<file path="src/rtl/luhn_pkg.sv">
// ----------------------------------------------------------------------------
// luhn_pkg
// shared widths, codes and types of the luhn card number check
// ----------------------------------------------------------------------------
package luhn_pkg;

  // binary input and its decimal form (20 digits cover any 64-bit value)
  localparam int BIN_W       = 64;
  localparam int DIG_W       = 4;
  localparam int BCD_DIGITS  = 20;
  localparam int BCD_W       = BCD_DIGITS * DIG_W;

  localparam int IN_TDATA_W  = 64;
  localparam int OUT_TDATA_W = 16;

  localparam int CNT_W       = 5;
  localparam int CLS_W       = 3;

  // issuer class codes
  localparam logic [CLS_W-1:0] CLS_INVALID = 3'd0;
  localparam logic [CLS_W-1:0] CLS_LEAD4   = 3'd1;
  localparam logic [CLS_W-1:0] CLS_LEAD5X  = 3'd2;
  localparam logic [CLS_W-1:0] CLS_LEAD3X  = 3'd3;
  localparam logic [CLS_W-1:0] CLS_OTHER   = 3'd4;

  // lengths and leading digits used by the classification
  localparam logic [CNT_W-1:0] LEN_13 = 5'd13;
  localparam logic [CNT_W-1:0] LEN_15 = 5'd15;
  localparam logic [CNT_W-1:0] LEN_16 = 5'd16;
  localparam logic [CNT_W-1:0] LEN_MAX_LEGAL = 5'd19;

  localparam logic [DIG_W-1:0] DIG_1 = 4'd1;
  localparam logic [DIG_W-1:0] DIG_3 = 4'd3;
  localparam logic [DIG_W-1:0] DIG_4 = 4'd4;
  localparam logic [DIG_W-1:0] DIG_5 = 4'd5;
  localparam logic [DIG_W-1:0] DIG_7 = 4'd7;
  localparam logic [DIG_W-1:0] DIG_9 = 4'd9;

  // one result item
  typedef struct packed {
    logic [CLS_W-1:0] issuer_class;
    logic [CNT_W-1:0] digit_count;
    logic             checksum_ok;
  } luhn_res_t;

  // top level sequencer
  typedef enum logic [3:0] {
    ST_IDLE = 4'b0001,
    ST_CONV = 4'b0010,
    ST_SCAN = 4'b0100,
    ST_FIN  = 4'b1000
  } luhn_state_t;

endpackage

</file>
<file path="src/rtl/luhn_bcd_conv.sv">
// ----------------------------------------------------------------------------
// luhn_bcd_conv
// bit-serial binary to bcd conversion (shift and add 3), one bit per cycle
// ----------------------------------------------------------------------------
module luhn_bcd_conv (
  input  logic                         clk,
  input  logic                         rst_n,
  input  logic                         start,
  input  logic [luhn_pkg::BIN_W-1:0]   din,
  output logic                         done,
  output logic [luhn_pkg::BCD_W-1:0]   bcd
);

  localparam int BIT_CNT_W = $clog2(luhn_pkg::BIN_W);

  logic [luhn_pkg::BIN_W-1:0] bin_r, bin_nxt;
  logic [luhn_pkg::BCD_W-1:0] bcd_r, bcd_nxt;
  logic [luhn_pkg::BCD_W-1:0] adj;
  logic [BIT_CNT_W-1:0]       cnt_r, cnt_nxt;
  logic                       busy_r, busy_nxt;
  logic                       done_r, done_nxt;

  // add 3 to every digit of 5 or more before the shift
  always_comb begin
    for (int i = 0; i < luhn_pkg::BCD_DIGITS; i++) begin
      if (bcd_r[i*luhn_pkg::DIG_W +: luhn_pkg::DIG_W] >= luhn_pkg::DIG_5) begin
        adj[i*luhn_pkg::DIG_W +: luhn_pkg::DIG_W] =
          bcd_r[i*luhn_pkg::DIG_W +: luhn_pkg::DIG_W] + luhn_pkg::DIG_3;
      end else begin
        adj[i*luhn_pkg::DIG_W +: luhn_pkg::DIG_W] =
          bcd_r[i*luhn_pkg::DIG_W +: luhn_pkg::DIG_W];
      end
    end
  end

  always_comb begin
    bin_nxt  = bin_r;
    bcd_nxt  = bcd_r;
    cnt_nxt  = cnt_r;
    busy_nxt = busy_r;
    done_nxt = 1'b0;
    if (start) begin
      bin_nxt  = din;
      bcd_nxt  = '0;
      cnt_nxt  = '0;
      busy_nxt = 1'b1;
    end else if (busy_r) begin
      bcd_nxt = {adj[luhn_pkg::BCD_W-2:0], bin_r[luhn_pkg::BIN_W-1]};
      bin_nxt = {bin_r[luhn_pkg::BIN_W-2:0], 1'b0};
      cnt_nxt = cnt_r + 1'b1;
      if (cnt_r == BIT_CNT_W'(luhn_pkg::BIN_W - 1)) begin
        busy_nxt = 1'b0;
        done_nxt = 1'b1;
      end
    end
  end

  always_ff @(posedge clk) begin
    if (!rst_n) begin
      busy_r <= 1'b0;
      done_r <= 1'b0;
      cnt_r  <= '0;
    end else begin
      busy_r <= busy_nxt;
      done_r <= done_nxt;
      cnt_r  <= cnt_nxt;
    end
  end

  always_ff @(posedge clk) begin
    bin_r <= bin_nxt;
    bcd_r <= bcd_nxt;
  end

  assign done = done_r;
  assign bcd  = bcd_r;

endmodule

</file>
<file path="src/rtl/luhn_digit_scan.sv">
// ----------------------------------------------------------------------------
// luhn_digit_scan
// walks the bcd digits from the least significant one, one digit per cycle:
// luhn sum mod 10, digit count, leading digits and issuer class
// ----------------------------------------------------------------------------
module luhn_digit_scan #(
  parameter int MAX_DIGITS = 19
) (
  input  logic                         clk,
  input  logic                         rst_n,
  input  logic                         start,
  input  logic [luhn_pkg::BCD_W-1:0]   bcd,
  output logic                         done,
  output luhn_pkg::luhn_res_t          res
);

  localparam logic [3:0] TEN = 4'd10;
  localparam logic [luhn_pkg::CNT_W-1:0] LAST_IDX =
    luhn_pkg::CNT_W'(luhn_pkg::BCD_DIGITS - 1);

  logic [luhn_pkg::BCD_W-1:0]  dig_r, dig_nxt;
  logic [luhn_pkg::CNT_W-1:0]  idx_r, idx_nxt;
  logic [luhn_pkg::CNT_W-1:0]  cnt_r, cnt_nxt;
  logic [3:0]                  sum_r, sum_nxt;
  logic [luhn_pkg::DIG_W-1:0]  hi_r, hi_nxt;
  logic [luhn_pkg::DIG_W-1:0]  lo_r, lo_nxt;
  logic [luhn_pkg::DIG_W-1:0]  prev_r, prev_nxt;
  logic                        busy_r, busy_nxt;
  logic                        done_r, done_nxt;

  logic [luhn_pkg::DIG_W-1:0]  d;
  logic [4:0]                  dbl;
  logic [3:0]                  contrib;
  logic [4:0]                  acc;

  assign d   = dig_r[luhn_pkg::DIG_W-1:0];
  assign dbl = {d, 1'b0};

  // digits at odd positions are doubled, a two-digit result folds to 1 + units
  always_comb begin
    if (!idx_r[0]) begin
      contrib = d;
    end else if (dbl >= {1'b0, TEN}) begin
      contrib = 4'(dbl - {1'b0, luhn_pkg::DIG_9});
    end else begin
      contrib = dbl[3:0];
    end
    acc = {1'b0, sum_r} + {1'b0, contrib};
  end

  always_comb begin
    dig_nxt  = dig_r;
    idx_nxt  = idx_r;
    cnt_nxt  = cnt_r;
    sum_nxt  = sum_r;
    hi_nxt   = hi_r;
    lo_nxt   = lo_r;
    prev_nxt = prev_r;
    busy_nxt = busy_r;
    done_nxt = 1'b0;
    if (start) begin
      dig_nxt  = bcd;
      idx_nxt  = '0;
      cnt_nxt  = '0;
      sum_nxt  = '0;
      hi_nxt   = '0;
      lo_nxt   = '0;
      prev_nxt = '0;
      busy_nxt = 1'b1;
    end else if (busy_r) begin
      dig_nxt  = {{luhn_pkg::DIG_W{1'b0}}, dig_r[luhn_pkg::BCD_W-1:luhn_pkg::DIG_W]};
      idx_nxt  = idx_r + 1'b1;
      sum_nxt  = (acc >= {1'b0, TEN}) ? 4'(acc - {1'b0, TEN}) : acc[3:0];
      prev_nxt = d;
      // the most significant nonzero digit seen so far leads the number
      if (d != '0) begin
        cnt_nxt = idx_r + 1'b1;
        hi_nxt  = d;
        lo_nxt  = prev_r;
      end
      if (idx_r == LAST_IDX) begin
        busy_nxt = 1'b0;
        done_nxt = 1'b1;
      end
    end
  end

  always_ff @(posedge clk) begin
    if (!rst_n) begin
      busy_r <= 1'b0;
      done_r <= 1'b0;
      idx_r  <= '0;
    end else begin
      busy_r <= busy_nxt;
      done_r <= done_nxt;
      idx_r  <= idx_nxt;
    end
  end

  always_ff @(posedge clk) begin
    dig_r  <= dig_nxt;
    cnt_r  <= cnt_nxt;
    sum_r  <= sum_nxt;
    hi_r   <= hi_nxt;
    lo_r   <= lo_nxt;
    prev_r <= prev_nxt;
  end

  // classification from the final scan registers
  always_comb begin
    res = '0;
    if (cnt_r > luhn_pkg::CNT_W'(MAX_DIGITS)) begin
      res.checksum_ok  = 1'b0;
      res.digit_count  = luhn_pkg::CNT_W'(MAX_DIGITS);
      res.issuer_class = luhn_pkg::CLS_INVALID;
    end else begin
      res.checksum_ok = (sum_r == '0);
      res.digit_count = cnt_r;
      if (sum_r != '0) begin
        res.issuer_class = luhn_pkg::CLS_INVALID;
      end else if ((cnt_r inside {luhn_pkg::LEN_13, luhn_pkg::LEN_16}) &&
                   hi_r == luhn_pkg::DIG_4) begin
        res.issuer_class = luhn_pkg::CLS_LEAD4;
      end else if (cnt_r == luhn_pkg::LEN_16 && hi_r == luhn_pkg::DIG_5 &&
                   (lo_r inside {[luhn_pkg::DIG_1:luhn_pkg::DIG_5]})) begin
        res.issuer_class = luhn_pkg::CLS_LEAD5X;
      end else if (cnt_r == luhn_pkg::LEN_15 && hi_r == luhn_pkg::DIG_3 &&
                   (lo_r inside {luhn_pkg::DIG_4, luhn_pkg::DIG_7})) begin
        res.issuer_class = luhn_pkg::CLS_LEAD3X;
      end else begin
        res.issuer_class = luhn_pkg::CLS_OTHER;
      end
    end
  end

  assign done = done_r;

endmodule

</file>
<file path="src/rtl/luhn_card_number_check.sv">
// ----------------------------------------------------------------------------
// luhn_card_number_check
// luhn mod-10 card number check with digit count and issuer class
// ----------------------------------------------------------------------------
// One item in, one item out. An accepted card number first runs through a
// bit-serial binary to bcd converter (one input bit per cycle), then a digit
// scanner walks the 20 bcd digits from the least significant one (one digit
// per cycle), building the luhn sum mod 10, the digit count and the two
// leading digits. The sequencer then loads the classified result into the
// output register and returns to idle; only then can the next item be
// accepted, so the block takes no new item while one is in flight.
// A result still waiting on out_tready when the next one is ready holds the
// block until it leaves. in_tready is high while the block is idle, also
// while a finished result still waits on out_tready.
// Numbers with more than MAX_DIGITS digits fail with class 0 and a digit
// count of MAX_DIGITS; zero passes with count 0 and class 4.
// ----------------------------------------------------------------------------
module luhn_card_number_check #(
  parameter int MAX_DIGITS = 19
) (
  input  logic                               clk,
  input  logic                               rst_n,
  // input item
  input  logic                               in_tvalid,
  output logic                               in_tready,
  input  logic [luhn_pkg::IN_TDATA_W-1:0]    in_tdata,   // [63:0] card_number
  // result item
  output logic                               out_tvalid,
  input  logic                               out_tready,
  // [0] checksum_ok, [5:1] digit_count, [8:6] issuer_class, [15:9] zero
  output logic [luhn_pkg::OUT_TDATA_W-1:0]   out_tdata
);

  localparam int RES_W = $bits(luhn_pkg::luhn_res_t);

  luhn_pkg::luhn_state_t state_r, state_nxt;

  logic                        in_acc;
  logic                        conv_done;
  logic [luhn_pkg::BCD_W-1:0]  conv_bcd;
  logic                        scan_done;
  luhn_pkg::luhn_res_t         scan_res;

  logic                        out_vld_r, out_vld_nxt;
  luhn_pkg::luhn_res_t         out_res_r, out_res_nxt;
  logic                        out_free;

  assign in_tready = (state_r == luhn_pkg::ST_IDLE);
  assign in_acc    = in_tvalid && in_tready;
  assign out_free  = !out_vld_r || out_tready;

  // binary to decimal, one bit a cycle
  luhn_bcd_conv u_conv (
    .clk   (clk),
    .rst_n (rst_n),
    .start (in_acc),
    .din   (in_tdata[luhn_pkg::BIN_W-1:0]),
    .done  (conv_done),
    .bcd   (conv_bcd)
  );

  // luhn sum, count and class, one digit a cycle
  luhn_digit_scan #(
    .MAX_DIGITS (MAX_DIGITS)
  ) u_scan (
    .clk   (clk),
    .rst_n (rst_n),
    .start (conv_done),
    .bcd   (conv_bcd),
    .done  (scan_done),
    .res   (scan_res)
  );

  // sequencer: idle, converting, scanning, waiting for the output register
  always_comb begin
    state_nxt   = state_r;
    out_vld_nxt = out_vld_r;
    out_res_nxt = out_res_r;
    if (out_vld_r && out_tready) begin
      out_vld_nxt = 1'b0;
    end
    case (state_r)
      luhn_pkg::ST_IDLE: begin
        if (in_acc) begin
          state_nxt = luhn_pkg::ST_CONV;
        end
      end
      luhn_pkg::ST_CONV: begin
        if (conv_done) begin
          state_nxt = luhn_pkg::ST_SCAN;
        end
      end
      luhn_pkg::ST_SCAN: begin
        if (scan_done) begin
          state_nxt = luhn_pkg::ST_FIN;
        end
      end
      luhn_pkg::ST_FIN: begin
        // scan results stay put until the next start, so waiting here is safe
        if (out_free) begin
          out_vld_nxt = 1'b1;
          out_res_nxt = scan_res;
          state_nxt   = luhn_pkg::ST_IDLE;
        end
      end
      default: begin
        state_nxt = luhn_pkg::ST_IDLE;
      end
    endcase
  end

  always_ff @(posedge clk) begin
    if (!rst_n) begin
      state_r   <= luhn_pkg::ST_IDLE;
      out_vld_r <= 1'b0;
    end else begin
      state_r   <= state_nxt;
      out_vld_r <= out_vld_nxt;
    end
  end

  always_ff @(posedge clk) begin
    out_res_r <= out_res_nxt;
  end

  assign out_tvalid = out_vld_r;
  assign out_tdata  = {{(luhn_pkg::OUT_TDATA_W - RES_W){1'b0}}, out_res_r};

endmodule

</file>
<file path="config.mk">
export PLATFORM = sky130hd
export DESIGN_NAME = luhn_card_number_check
export DESIGN_NICKNAME = d
export VERILOG_FILES = /design/src/rtl/luhn_pkg.sv /design/src/rtl/luhn_bcd_conv.sv /design/src/rtl/luhn_digit_scan.sv /design/src/rtl/luhn_card_number_check.sv
export SDC_FILE = /design/constraint.sdc
export NUM_CORES = 1
export LEC_CHECK = 0
export BUFFER_PORTS_ARGS = -buffer_cell sky130_fd_sc_hd__buf_2
export CAP_MARGIN = 15
export CORE_MARGIN = 5
export CORE_UTILIZATION = 45
export CTS_CLUSTER_SIZE = 8
export DETAILED_ROUTE_END_ITERATION = 8
export GPL_TIMING_DRIVEN = 0
export PLACE_DENSITY_LB_ADDON = 0.08
export SYNTH_ARGS = -nofsm -noshare
export SYNTH_HDL_FRONTEND = slang
export SYNTH_HIERARCHICAL = 1
export SYNTH_SLANG_ARGS = --single-unit
</file>
<file path="constraint.sdc">
create_clock -name clk -period 4.8 [get_ports clk]
set_input_delay 0.48 -clock clk [delete_from_list [all_inputs] [get_ports clk]]
set_output_delay 0.48 -clock clk [all_outputs]
set_load 0.02 [all_outputs]
</file>
==> results of run 1 <==
how the worst max path moves through the flow:
stage	slack (ns)	cells after the start	start	to
4_1_cts	1.03	15	u_scan/dig_r[1]$_DFFE_PP_	u_scan/sum_r[1]$_SDFFE_PP0P_
6_report	1.05	15	u_scan/dig_r[1]$_DFFE_PP_	u_scan/sum_r[1]$_SDFFE_PP0P_
3_5_place_dp	1.05	15	u_scan/dig_r[1]$_DFFE_PP_	u_scan/sum_r[1]$_SDFFE_PP0P_
3_3_place_gp	0.36	3	u_conv/done$_SDFF_PP0_	u_scan/dig_r[73]$_DFFE_PP_
5_1_grt	0.76	15	u_scan/dig_r[1]$_DFFE_PP_	u_scan/sum_r[1]$_SDFFE_PP0P_
2_1_floorplan	1.48	15	u_scan/dig_r[1]$_DFFE_PP_	u_scan/sum_r[1]$_SDFFE_PP0P_
kinds of logic after synthesis:
family	after synthesis	synth area share, %
xor+xnor	15	1.031
compound gates	291	15.08
mux	154	12.75
fa+ha+maj	50	4.698
simple gates	240	9.461
buf+inv	151	4.893
other cells	1	0.02783
flops	274	52.07
metal layers:
metal / global-route usage [%] / up-vias / part of all wire (%)
li1: - / 4658 / -
met1: 27.18 / 4647 / 47
met2: 30.28 / 265 / 46
met3: 3.947 / 47 / 5.8
met4: 5.066 / 0 / 1.8
met5: 0 / - / 0
flip-flops by register name, summed over array words and instances (netlist names), 4 cells and up:
signal	count
out_tdata	9
state_r	4
u_conv/bcd	80
u_conv/bin_r	64
u_conv/cnt_r	6
u_scan/cnt_r	5
u_scan/dig_r	80
u_scan/hi_r	4
u_scan/idx_r	5
u_scan/lo_r	4
u_scan/prev_r	4
u_scan/sum_r	4
cells in the final DEF, fill, tap and decap left out, types with 10 or more instances in the layout:
cell,netlist,layout
edfxtp_1,153,153
mux2_2,141,141
dfxtp_1,121,121
buf_2,29,107
a21oi_1,94,94
inv_1,83,83
nand2_1,61,60
o21ai_0,53,53
clkbuf_1,25,52
ha_1,49,49
clkbuf_16,0,40
nor3_1,31,31
o21ai_2,30,30
nor2_1,28,28
nand3_1,26,26
nand4_1,19,19
or3_1,18,18
o32ai_1,17,17
o22a_1,16,16
o22ai_1,16,16
a311o_1,16,16
a221oi_2,15,15
mux2i_1,13,13
nand2b_1,10,10
power groups by stage:
stage / sequential [mW] / combinational (mW) / clock, mW
4_1_cts: 3.17 / 1.40 / 2.67
5_1_grt: 3.21 / 1.56 / 2.80
6_report: 3.17 / 1.41 / 2.61
3_3_place_gp: 3.21 / 1.36 / 0
2_1_floorplan: 3.10 / 1.09 / 0
3_5_place_dp: 3.21 / 1.39 / 0
layout make-up:
cell class / instances / area, um2 / share of cell area [%]
Multi-Input combinational cell: 757 / 5839 / 37.49
Sequential cell: 274 / 7017 / 45.04
Clock inverter: 4 / 53.80 / 0.3454
Timing Repair Buffer: 79 / 417.9 / 2.683
Tap cell: 390 / 488.0 / 3.133
Buffer: 67 / 344.1 / 2.209
Clock buffer: 67 / 1102 / 7.076
Inverter: 84 / 315.3 / 2.024
metrics by stage:
step | setup slack, ns | instances | utilization, % | hold slack, ns
6_report | 1.053 | 1722 | 52.56 | 0.2434
5_1_grt | 0.7571 | 1722 | 52.56 | 0.2181
4_1_cts | 1.025 | 1722 | 52.56 | 0.2154
3_5_place_dp | 1.053 | 1651 | 48.66 | 0.4449
3_3_place_gp | 0.3588 | 1650 | 48.51 | 0.4461
2_1_floorplan | 1.479 | 1182 | - | 0.4312
worst register-to-register path, stage by stage, from the launching register on:
cell	delay (ns)
edfxtp_1	0.47
inv_1	0.15
ha_1	0.25
nand2b_1	0.07
a21oi_1	0.31
xnor2_1	0.16
nand2_1	0.08
o21a_1	0.15
fa_1	0.45
xnor2_2	0.18
inv_1	0.07
ha_1	0.26
o31ai_1	0.12
a311o_1	0.37
or3_1	0.33
a311oi_2	0.23
==> flow_metrics.env, run 1 <==
export IMPL_status="completed"
export IMPL_synth_area_leaders="edfxtp_1, dfxtp_1, mux2_2"
export IMPL_synth_ff_type="edfxtp_1"
export IMPL_netlist_instances=1176
export IMPL_fmax_mhz=266.9
export IMPL_initial_core_util_pct=45.47
export IMPL_vdd_ir_drop_max_v=0.0002754
export IMPL_netSwitchingPower_mw=2.192
export IMPL_worst_setup_path_start_kind="register"
export IMPL_drv_slew=0
export IMPL_initialDrtViolationCount=716
export IMPL_synth_top_area_share_pct=34.09
export IMPL_drt_total_wl_um=32920
export IMPL_min_from="in_tdata[0]"
export IMPL_clockPowerShare_pct=36.3
export IMPL_powerDensity_nw_per_um2=461.4
export IMPL_hold_path_class="input pin to register"
export IMPL_num_fill_cells=2678
export IMPL_arrival_ns=4.19
export IMPL_syn_to_final_growth_pct=15.59
export IMPL_core_um2=29640
export IMPL_antennaDiodeCount=0
export IMPL_finalPower_mw=7.187
export IMPL_die_w_um=183.1
export IMPL_drv_cap=0
export IMPL_rows=63
export IMPL_comb_power_share_pct=19.7
export IMPL_final_nets=1421
export IMPL_drc=0
export IMPL_grt_start_max_net_pins=65
export IMPL_hpwl_um=21520
export IMPL_wire_per_inst_um=19.11
export IMPL_synth_top_cells_by_count="edfxtp_1, mux2_2, dfxtp_1"
export IMPL_rr_endpoint="u_scan/sum_r[1]$_SDFFE_PP0P_"
export IMPL_slew_headroom_pct=37.26
export IMPL_cts_tree="done"
export IMPL_sequentialPowerShare_pct=44.1
export IMPL_ys_warn_count=6
export IMPL_finalCriticalPeriod_ns=3.747
export IMPL_yosysTopAreaCell="edfxtp_1"
export IMPL_fin_crit_sh_pct=78.06
export IMPL_synth_most_common_cell="edfxtp_1"
export IMPL_slowest_delay_ns=0.47
export IMPL_r2r_slack_ns=1.05
export IMPL_p_leak_nw=5.498
export IMPL_die_area_um2=33510
export IMPL_hold_viol=0
export IMPL_grt_overflow=0
export IMPL_post_cts_resize_count=0
export IMPL_finalSetupViolCount=0
export IMPL_critPathBufInv=2
export IMPL_grtUsageTotal_pct=19.20
export IMPL_critical_path_slowest_cell="edfxtp_1"
export IMPL_hold_path_endpoint="u_conv/bin_r[0]$_SDFFCE_PN0P_"
export IMPL_syn_mean_instance_area_um2=11.46
export IMPL_clkTransAtPathRegs_ns=0.05
export IMPL_synth_seq_area_share_pct=52.07
export IMPL_hold_buffers=0
export IMPL_grt_pass1_vias=9500
export IMPL_async_flop_share_pct=0
export IMPL_die_y_um=183.1
export IMPL_critPathKind="register to register"
export IMPL_htreeDepth=2
export IMPL_ys_ff_latch=274
export IMPL_clock_latency_ns=0.52
export IMPL_skew_ns=0.01356
export IMPL_pin_count=86
export IMPL_avgViaCountPerCell=5.585
export IMPL_cp_max_fo=6
export IMPL_clock_sinks=274
export IMPL_syn_area_um2=13480
export IMPL_synth_cell_types=63
export IMPL_post_dp_cell_area_um2=14420
export IMPL_cp_required_ns=5.24
export IMPL_ant_nets=0
export IMPL_path_delay_family="compound AO/OA/AOI/OAI gates"
export IMPL_num_vias=9617
export IMPL_clockBufferDepth=3
export IMPL_grt_first_pass_wirelength_um=52030
export IMPL_tritoncts_num_buffers=40
export IMPL_switching_share_pct=30.49
export IMPL_root_buffer="clkbuf_16"
export IMPL_rsz0062_at_grt="no"
export IMPL_drive_above_1_share_pct=27.10
export IMPL_p_int_mw=4.996
export IMPL_end_kind="register"
export IMPL_drt_pass1_iter_count=5
export IMPL_worstMarginPinSlew_ns=0.9334
export IMPL_finalInstanceArea_um2=15580
export IMPL_cts_setup_buffers=0
export IMPL_port_buffers=78
export IMPL_reg2reg_from="u_scan/dig_r[1]$_DFFE_PP_"
export IMPL_synth_edf_count=153
export IMPL_antenna_found_initial=0
export IMPL_rr_worst_depth=15
export IMPL_crit_chain="inv_1 -> ha_1 -> nand2b_1 -> a21oi_1 -> xnor2_1 -> nand2_1 -> o21a_1 -> fa_1 -> xnor2_2 -> inv_1 -> ha_1 -> o31ai_1 -> a311o_1 -> or3_1 -> a311oi_2"
export IMPL_place_congestion=0.7982
export IMPL_fin_setup_tns_ns=0
export IMPL_hold_depth=2
No activity file was read; power rests on OpenSTA's default activity.
==> inputs of run 2 (changes only) <==
Settings changed: ABC_AREA set to 1.
Clock period 4.8 ns to 3.3 ns, I/O delays scaled along.
==> run 2 against run 1 <==
  * Synthesized area down 3.2%
  * Critical path depth up 3
  * Sequential power grew 43%
  * Utilization grew 0.24 points
  * Highest routed layer unchanged
  * Critical path type unchanged
==> flow_metrics.env, run 2 <==
export IMPL_rows=62
export IMPL_initialDrtViolationCount=692
export IMPL_synth_area_leaders="edfxtp_1, nand2_1, dfxtp_1"
export IMPL_place_congestion=0.7941
export IMPL_finalCriticalPeriod_ns=3.060
export IMPL_drc=0
export IMPL_yosysTopAreaCell="edfxtp_1"
export IMPL_drt_total_wl_um=30410
export IMPL_synth_top_family_by_area="simple AND/OR/NAND/NOR gates"
export IMPL_drv_slew=0
export IMPL_clock_latency_ns=0.52
export IMPL_die_y_um=180.3
export IMPL_critPathBufInv=3
export IMPL_synth_seq_area_share_pct=53.79
export IMPL_final_common_cell="nand2_1"
export IMPL_synth_area_mux_share_pct=0
export IMPL_cp_required_ns=3.71
export IMPL_wire_per_inst_um=14.19
export IMPL_finalPower_mw=10.28
export IMPL_synth_compound_area_share_pct=5.927
export IMPL_skew_ns=0.01260
export IMPL_finalSetupViolCount=0
export IMPL_pin_count=86
export IMPL_drv_cap=0
export IMPL_critical_path_slowest_cell="fa_1"
export IMPL_synth_simple_gate_area_share_pct=28.15
export IMPL_mostFrequentLayoutCells="nand2_1, edfxtp_1, inv_1"
export IMPL_hold_buffers=0
export IMPL_grt_pass1_vias=10020
export IMPL_drt_pass1_iter_count=5
export IMPL_grt_overflow=0
export IMPL_syn_area_um2=13050
export IMPL_slew_headroom_pct=42.18
export IMPL_vdd_ir_drop_max_v=0.0004330
export IMPL_die_area_um2=32490
export IMPL_clock_sinks=274
export IMPL_path_common_cell="nand2_1"
export IMPL_num_fill_cells=2729
export IMPL_ys_ff_latch=274
export IMPL_fin_crit_sh_pct=92.74
export IMPL_synth_cell_types=37
export IMPL_fin_setup_tns_ns=0
export IMPL_synth_top_area_share_pct=35.22
export IMPL_powerDensity_nw_per_um2=678.5
export IMPL_synth_ff_type="edfxtp_1"
export IMPL_clkTransAtPathRegs_ns=0.05
export IMPL_drive_above_1_share_pct=9.943
export IMPL_crit_chain="inv_1 -> ha_1 -> o211ai_2 -> nand2_1 -> o21ai_0 -> ha_1 -> inv_1 -> fa_1 -> inv_1 -> nand2_1 -> and2_1 -> ha_1 -> nand2_1 -> nand3_1 -> nand2_1 -> nand2_1 -> nand3_1 -> nand2_1"
export IMPL_grtUsageTotal_pct=18.39
export IMPL_worstMarginPinSlew_ns=0.8672
export IMPL_critPathKind="register to register"
export IMPL_ys_warn_count=6
export IMPL_post_cts_resize_count=0
export IMPL_cp_max_fo=5
export IMPL_cts_setup_buffers=0
export IMPL_synth_xor_area_share_pct=0.4028
export IMPL_status="completed"
export IMPL_hold_viol=0
export IMPL_tritoncts_num_buffers=40
export IMPL_rsz0062_at_grt="no"
export IMPL_post_route_util_pct=52.80
export IMPL_synthAdderAreaFrac_pct=4.853
export IMPL_clockBufferDepth=3
export IMPL_avgViaCountPerCell=4.910
export IMPL_synth_edf_count=153
export IMPL_grt_start_max_net_pins=68
export IMPL_synth_top_cells_by_count="nand2_1, edfxtp_1, inv_1"
export IMPL_fmax_mhz=326.8
export IMPL_num_vias=10530
export IMPL_grt_first_pass_wirelength_um=49740
export IMPL_root_buffer="clkbuf_16"
export IMPL_p_leak_nw=6.918
export IMPL_end_kind="register"
export IMPL_slowest_delay_ns=0.41
export IMPL_final_nets=1848
export IMPL_core_um2=28700
export IMPL_instances_no_fill=2144
export IMPL_initial_core_util_pct=45.45
export IMPL_hold_path_class="input pin to register"
export IMPL_hpwl_um=20420
export IMPL_worst_setup_path_start_kind="register"
export IMPL_syn_mean_instance_area_um2=8.138
export IMPL_antenna_found_initial=0
export IMPL_path_delay_family="adder cells"
export IMPL_netlist_instances=1603
export IMPL_htreeDepth=2
export IMPL_die_w_um=180.3
export IMPL_port_buffers=78
export IMPL_synth_most_common_cell="nand2_1"
export IMPL_antennaDiodeCount=0
export IMPL_dp_cells=2072
export IMPL_arrival_ns=3.47
export IMPL_ant_nets=0
export IMPL_cts_tree="done"
export IMPL_async_flop_share_pct=0
export IMPL_syn_to_final_growth_pct=16.17
export IMPL_whs_ns=0.08325
## run 2: cell type report
type / instances / area [um2] / share of cell area, %
Timing Repair Buffer: 79 / 417.9 / 2.758
Buffer: 63 / 326.6 / 2.155
Clock inverter: 2 / 17.52 / 0.1156
Clock buffer: 70 / 1166 / 7.695
Tap cell: 384 / 480.5 / 3.170
Inverter: 151 / 571.8 / 3.773
Sequential cell: 274 / 7017 / 46.30
Multi-Input combinational cell: 1121 / 5157 / 34.03
## run 2: logic make-up after synthesis
group,Yosys count
AOI/OAI and AO/OA,145
xor gates and xnor gates,6
adders and majority gates,50
buffers and inverters,214
DFF,274
other,1
and+or+nand+nor,913
## run 2: metrics by stage
step	worst slack (ns)	area [um2]
after CTS	0.2658	15150
after global routing	0.03542	15150
after floorplan	0.5382	13070
final	0.2397	15150
after global placement	-0.6440	13940
after detailed placement	0.3264	13970
## run 2: where the power goes
group | internal, mW | switching (mW) | total (mW) | leakage [nW]
Combinational | 0.503 | 1.42 | 1.92 | 4.22
Clock | 2.38 | 1.45 | 3.82 | 0.566
Sequential | 4.35 | 0.179 | 4.53 | 2.13
## run 2: layer usage
metal  global-route usage [%]  vias to the layer above  wire [um]
li1                         -                     5432          -
met1                    25.92                     4813      14750
met2                    29.51                      238      13600
met3                    3.028                       44       1444
met4                    5.263                        0        625
met5                        0                        -          0
## run 2: worst paths after layout
check	from	endpoint	slack, ns	cells after the start
setup / recovery	u_scan/dig_r[0]$_DFFE_PP_	u_scan/sum_r[2]$_SDFFE_PP0P_	0.24	18
setup reg to reg	u_scan/dig_r[0]$_DFFE_PP_	u_scan/sum_r[2]$_SDFFE_PP0P_	0.24	18
hold reg to reg	u_scan/prev_r[2]$_SDFFE_PP0P_	u_scan/lo_r[2]$_SDFFE_PP0P_	0.46	2
hold / removal	in_tdata[17]	u_conv/bin_r[17]$_DFFE_PP_	0.08	3
## run 2: worst register-to-register path, cell delays in order, from the launching register on
cell and delay (ns):
edfxtp_1 0.36, inv_1 0.11, ha_1 0.28, o211ai_2 0.26, nand2_1 0.08, o21ai_0 0.13
ha_1 0.26, inv_1 0.07, fa_1 0.41, inv_1 0.07, nand2_1 0.06, and2_1 0.15
ha_1 0.23, nand2_1 0.07, nand3_1 0.11, nand2_1 0.10, nand2_1 0.05, nand3_1 0.09
nand2_1 0.06
==> inputs of run 3 (changes only) <==
Settings changed: CORE_MARGIN 5 to 4.
==> run 3 against run 2 <==
  * Sequential cell count is the same
  * Register-to-register slack gained 0.06 ns
  * Clock power shrank 1%
  * Largest cell class unchanged
  * Maximum frequency grew 2.0%
  * Critical path type unchanged
  * Utilization grew 0.064 points
  * Critical endpoint unchanged
  * Sequential power is essentially flat
==> flow_metrics.env, run 3 (synthesis gave the netlist of run 2 again) <==
export IMPL_clock_sinks=274
export IMPL_hold_path_class="input pin to register"
export IMPL_finalSetupViolCount=0
export IMPL_cp_required_ns=3.70
export IMPL_dp_cells=2072
export IMPL_clockBufferDepth=3
export IMPL_finalInstanceArea_um2=15130
export IMPL_hold_viol=0
export IMPL_die_w_um=178.3
export IMPL_r2r_slack_ns=0.30
export IMPL_arrival_ns=3.40
export IMPL_busiest_layer="met2"
export IMPL_cp_max_fo=5
export IMPL_use_met3_pct=3.285
export IMPL_worstMarginPinSlew_ns=0.8626
export IMPL_post_dp_cell_area_um2=13970
export IMPL_slowest_delay_ns=0.40
export IMPL_drive_above_1_share_pct=9.938
export IMPL_drc=0
export IMPL_final_nets=1848
export IMPL_critical_path_slowest_cell="fa_1"
export IMPL_grt_start_max_net_pins=68
export IMPL_final_common_cell="nand2_1"
export IMPL_core_um2=28630
export IMPL_p_leak_nw=6.904
export IMPL_root_buffer="clkbuf_16"
export IMPL_grtUsageTotal_pct=19.05
export IMPL_switching_share_pct=29.84
export IMPL_ant_nets=0
export IMPL_avgViaCountPerCell=4.897
export IMPL_clockPowerShare_pct=36.8
export IMPL_end_kind="register"
export IMPL_worst_setup_path_start_kind="register"
export IMPL_comb_power_share_pct=18.8
export IMPL_vdd_ir_drop_max_v=0.0003680
export IMPL_drt_total_wl_um=30250
export IMPL_clock_latency_ns=0.51
export IMPL_rows=62
export IMPL_path_common_cell="nand2_1"
export IMPL_port_buffers=78
export IMPL_clkTransAtPathRegs_ns=0.05
export IMPL_p_int_mw=7.174
export IMPL_syn_to_final_growth_pct=16.00
export IMPL_initial_core_util_pct=45.57
export IMPL_initialDrtViolationCount=781
export IMPL_drv_slew=0
export IMPL_powerDensity_nw_per_um2=675.7
export IMPL_whs_ns=0.08315
export IMPL_antennaDiodeCount=0
export IMPL_grt_first_pass_wirelength_um=48890
export IMPL_use_met1_pct=27.30
export IMPL_status="completed"
export IMPL_post_route_util_pct=52.86
export IMPL_hpwl_um=20110
export IMPL_wire_per_inst_um=14.10
export IMPL_die_area_um2=31780
export IMPL_use_met2_pct=29.90
export IMPL_sequentialPowerShare_pct=44.3
export IMPL_critPathKind="register to register"
export IMPL_mostFrequentLayoutCells="nand2_1, edfxtp_1, inv_1"
export IMPL_instances_no_fill=2145
export IMPL_num_vias=10500
export IMPL_drt_pass1_iter_count=5
export IMPL_fmax_mhz=333.3
export IMPL_crit_chain="inv_1 -> ha_1 -> o211ai_2 -> nand2_1 -> o21ai_0 -> ha_2 -> inv_1 -> fa_1 -> inv_1 -> nand2_1 -> and2_1 -> ha_1 -> nand2_1 -> nand3_1 -> nand2_1 -> nand2_1 -> nand3_1 -> nand2_1"
export IMPL_fin_setup_tns_ns=0
export IMPL_skew_ns=0.01071
export IMPL_pin_count=86
export IMPL_netSwitchingPower_mw=3.051
export IMPL_cts_tree="done"
export IMPL_tritoncts_num_buffers=40
export IMPL_num_fill_cells=2748
export IMPL_drv_cap=0
export IMPL_place_congestion=0.8193
export IMPL_die_y_um=178.3
export IMPL_antenna_found_initial=1
export IMPL_rsz0062_at_grt="no"
export IMPL_htreeDepth=2
export IMPL_finalCriticalPeriod_ns=3.000
export IMPL_grt_overflow=0
export IMPL_slew_headroom_pct=42.50
export IMPL_cts_setup_buffers=0
export IMPL_fin_crit_sh_pct=90.91
export IMPL_grt_pass1_vias=9739
## run 3: critical path, delay by kind of cell, from the launching register on
family                     cells  cell delay [ns]
AOI/OAI and AO/OA              2             0.37
adders and majority gates      4             1.18
buffers and inverters          3             0.25
DFF                            1             0.35
and+or+nand+nor                9             0.75
## run 3: final timing paths
path | end | startpoint | cells past startpoint
max | u_scan/sum_r[2]$_SDFFE_PP0P_ | u_scan/dig_r[0]$_DFFE_PP_ | 18
min | u_conv/bin_r[14]$_DFFE_PP_ | in_tdata[14] | 3
max reg2reg | u_scan/sum_r[2]$_SDFFE_PP0P_ | u_scan/dig_r[0]$_DFFE_PP_ | 18
min reg2reg | u_scan/lo_r[3]$_SDFFE_PP0P_ | u_scan/prev_r[3]$_SDFFE_PP0P_ | 2
## run 3: final cells by class
class | count | area (um2) | area share, %
sequential | 274 | 7017 | 46.37
multi-input combinational | 1121 | 5160 | 34.10
clock buffer | 70 | 1135 | 7.500
inverter | 151 | 571.8 | 3.779
tap | 384 | 480.5 | 3.175
timing repair buffer | 79 | 417.9 | 2.762
buffer | 63 | 326.6 | 2.158
clock inverter | 3 | 23.77 | 0.1571
## run 3: power by group through the flow
stage / logic [mW] / clock network, mW / registers (mW)
floorplan: 1.30 / 0 / 4.56
global placement: 1.92 / 0 / 4.61
detailed placement: 1.95 / 0 / 4.59
CTS: 1.95 / 3.86 / 4.54
global route: 2.19 / 4.03 / 4.59
finish: 1.93 / 3.77 / 4.53
## run 3: metrics by stage
stage	setup slack, ns	power (mW)
after floorplan	0.5382	5.860
after global placement	-0.6746	6.533
after detailed placement	0.3122	6.540
after CTS	0.2970	10.35
after global routing	0.006198	10.81
final	0.3001	10.23
## run 3: what timing repair did
action                     4_1_cts  5_1_grt
resized for setup                0        1
setup endpoints to repair        0        1
hold buffers                     0        0
## run 3: metal layers
layer | vias to the layer above | wire length (um)
met5 | - | 13
met4 | 2 | 734
met3 | 58 | 1551
met2 | 266 | 13160
met1 | 4743 | 14790
li1 | 5435 | -
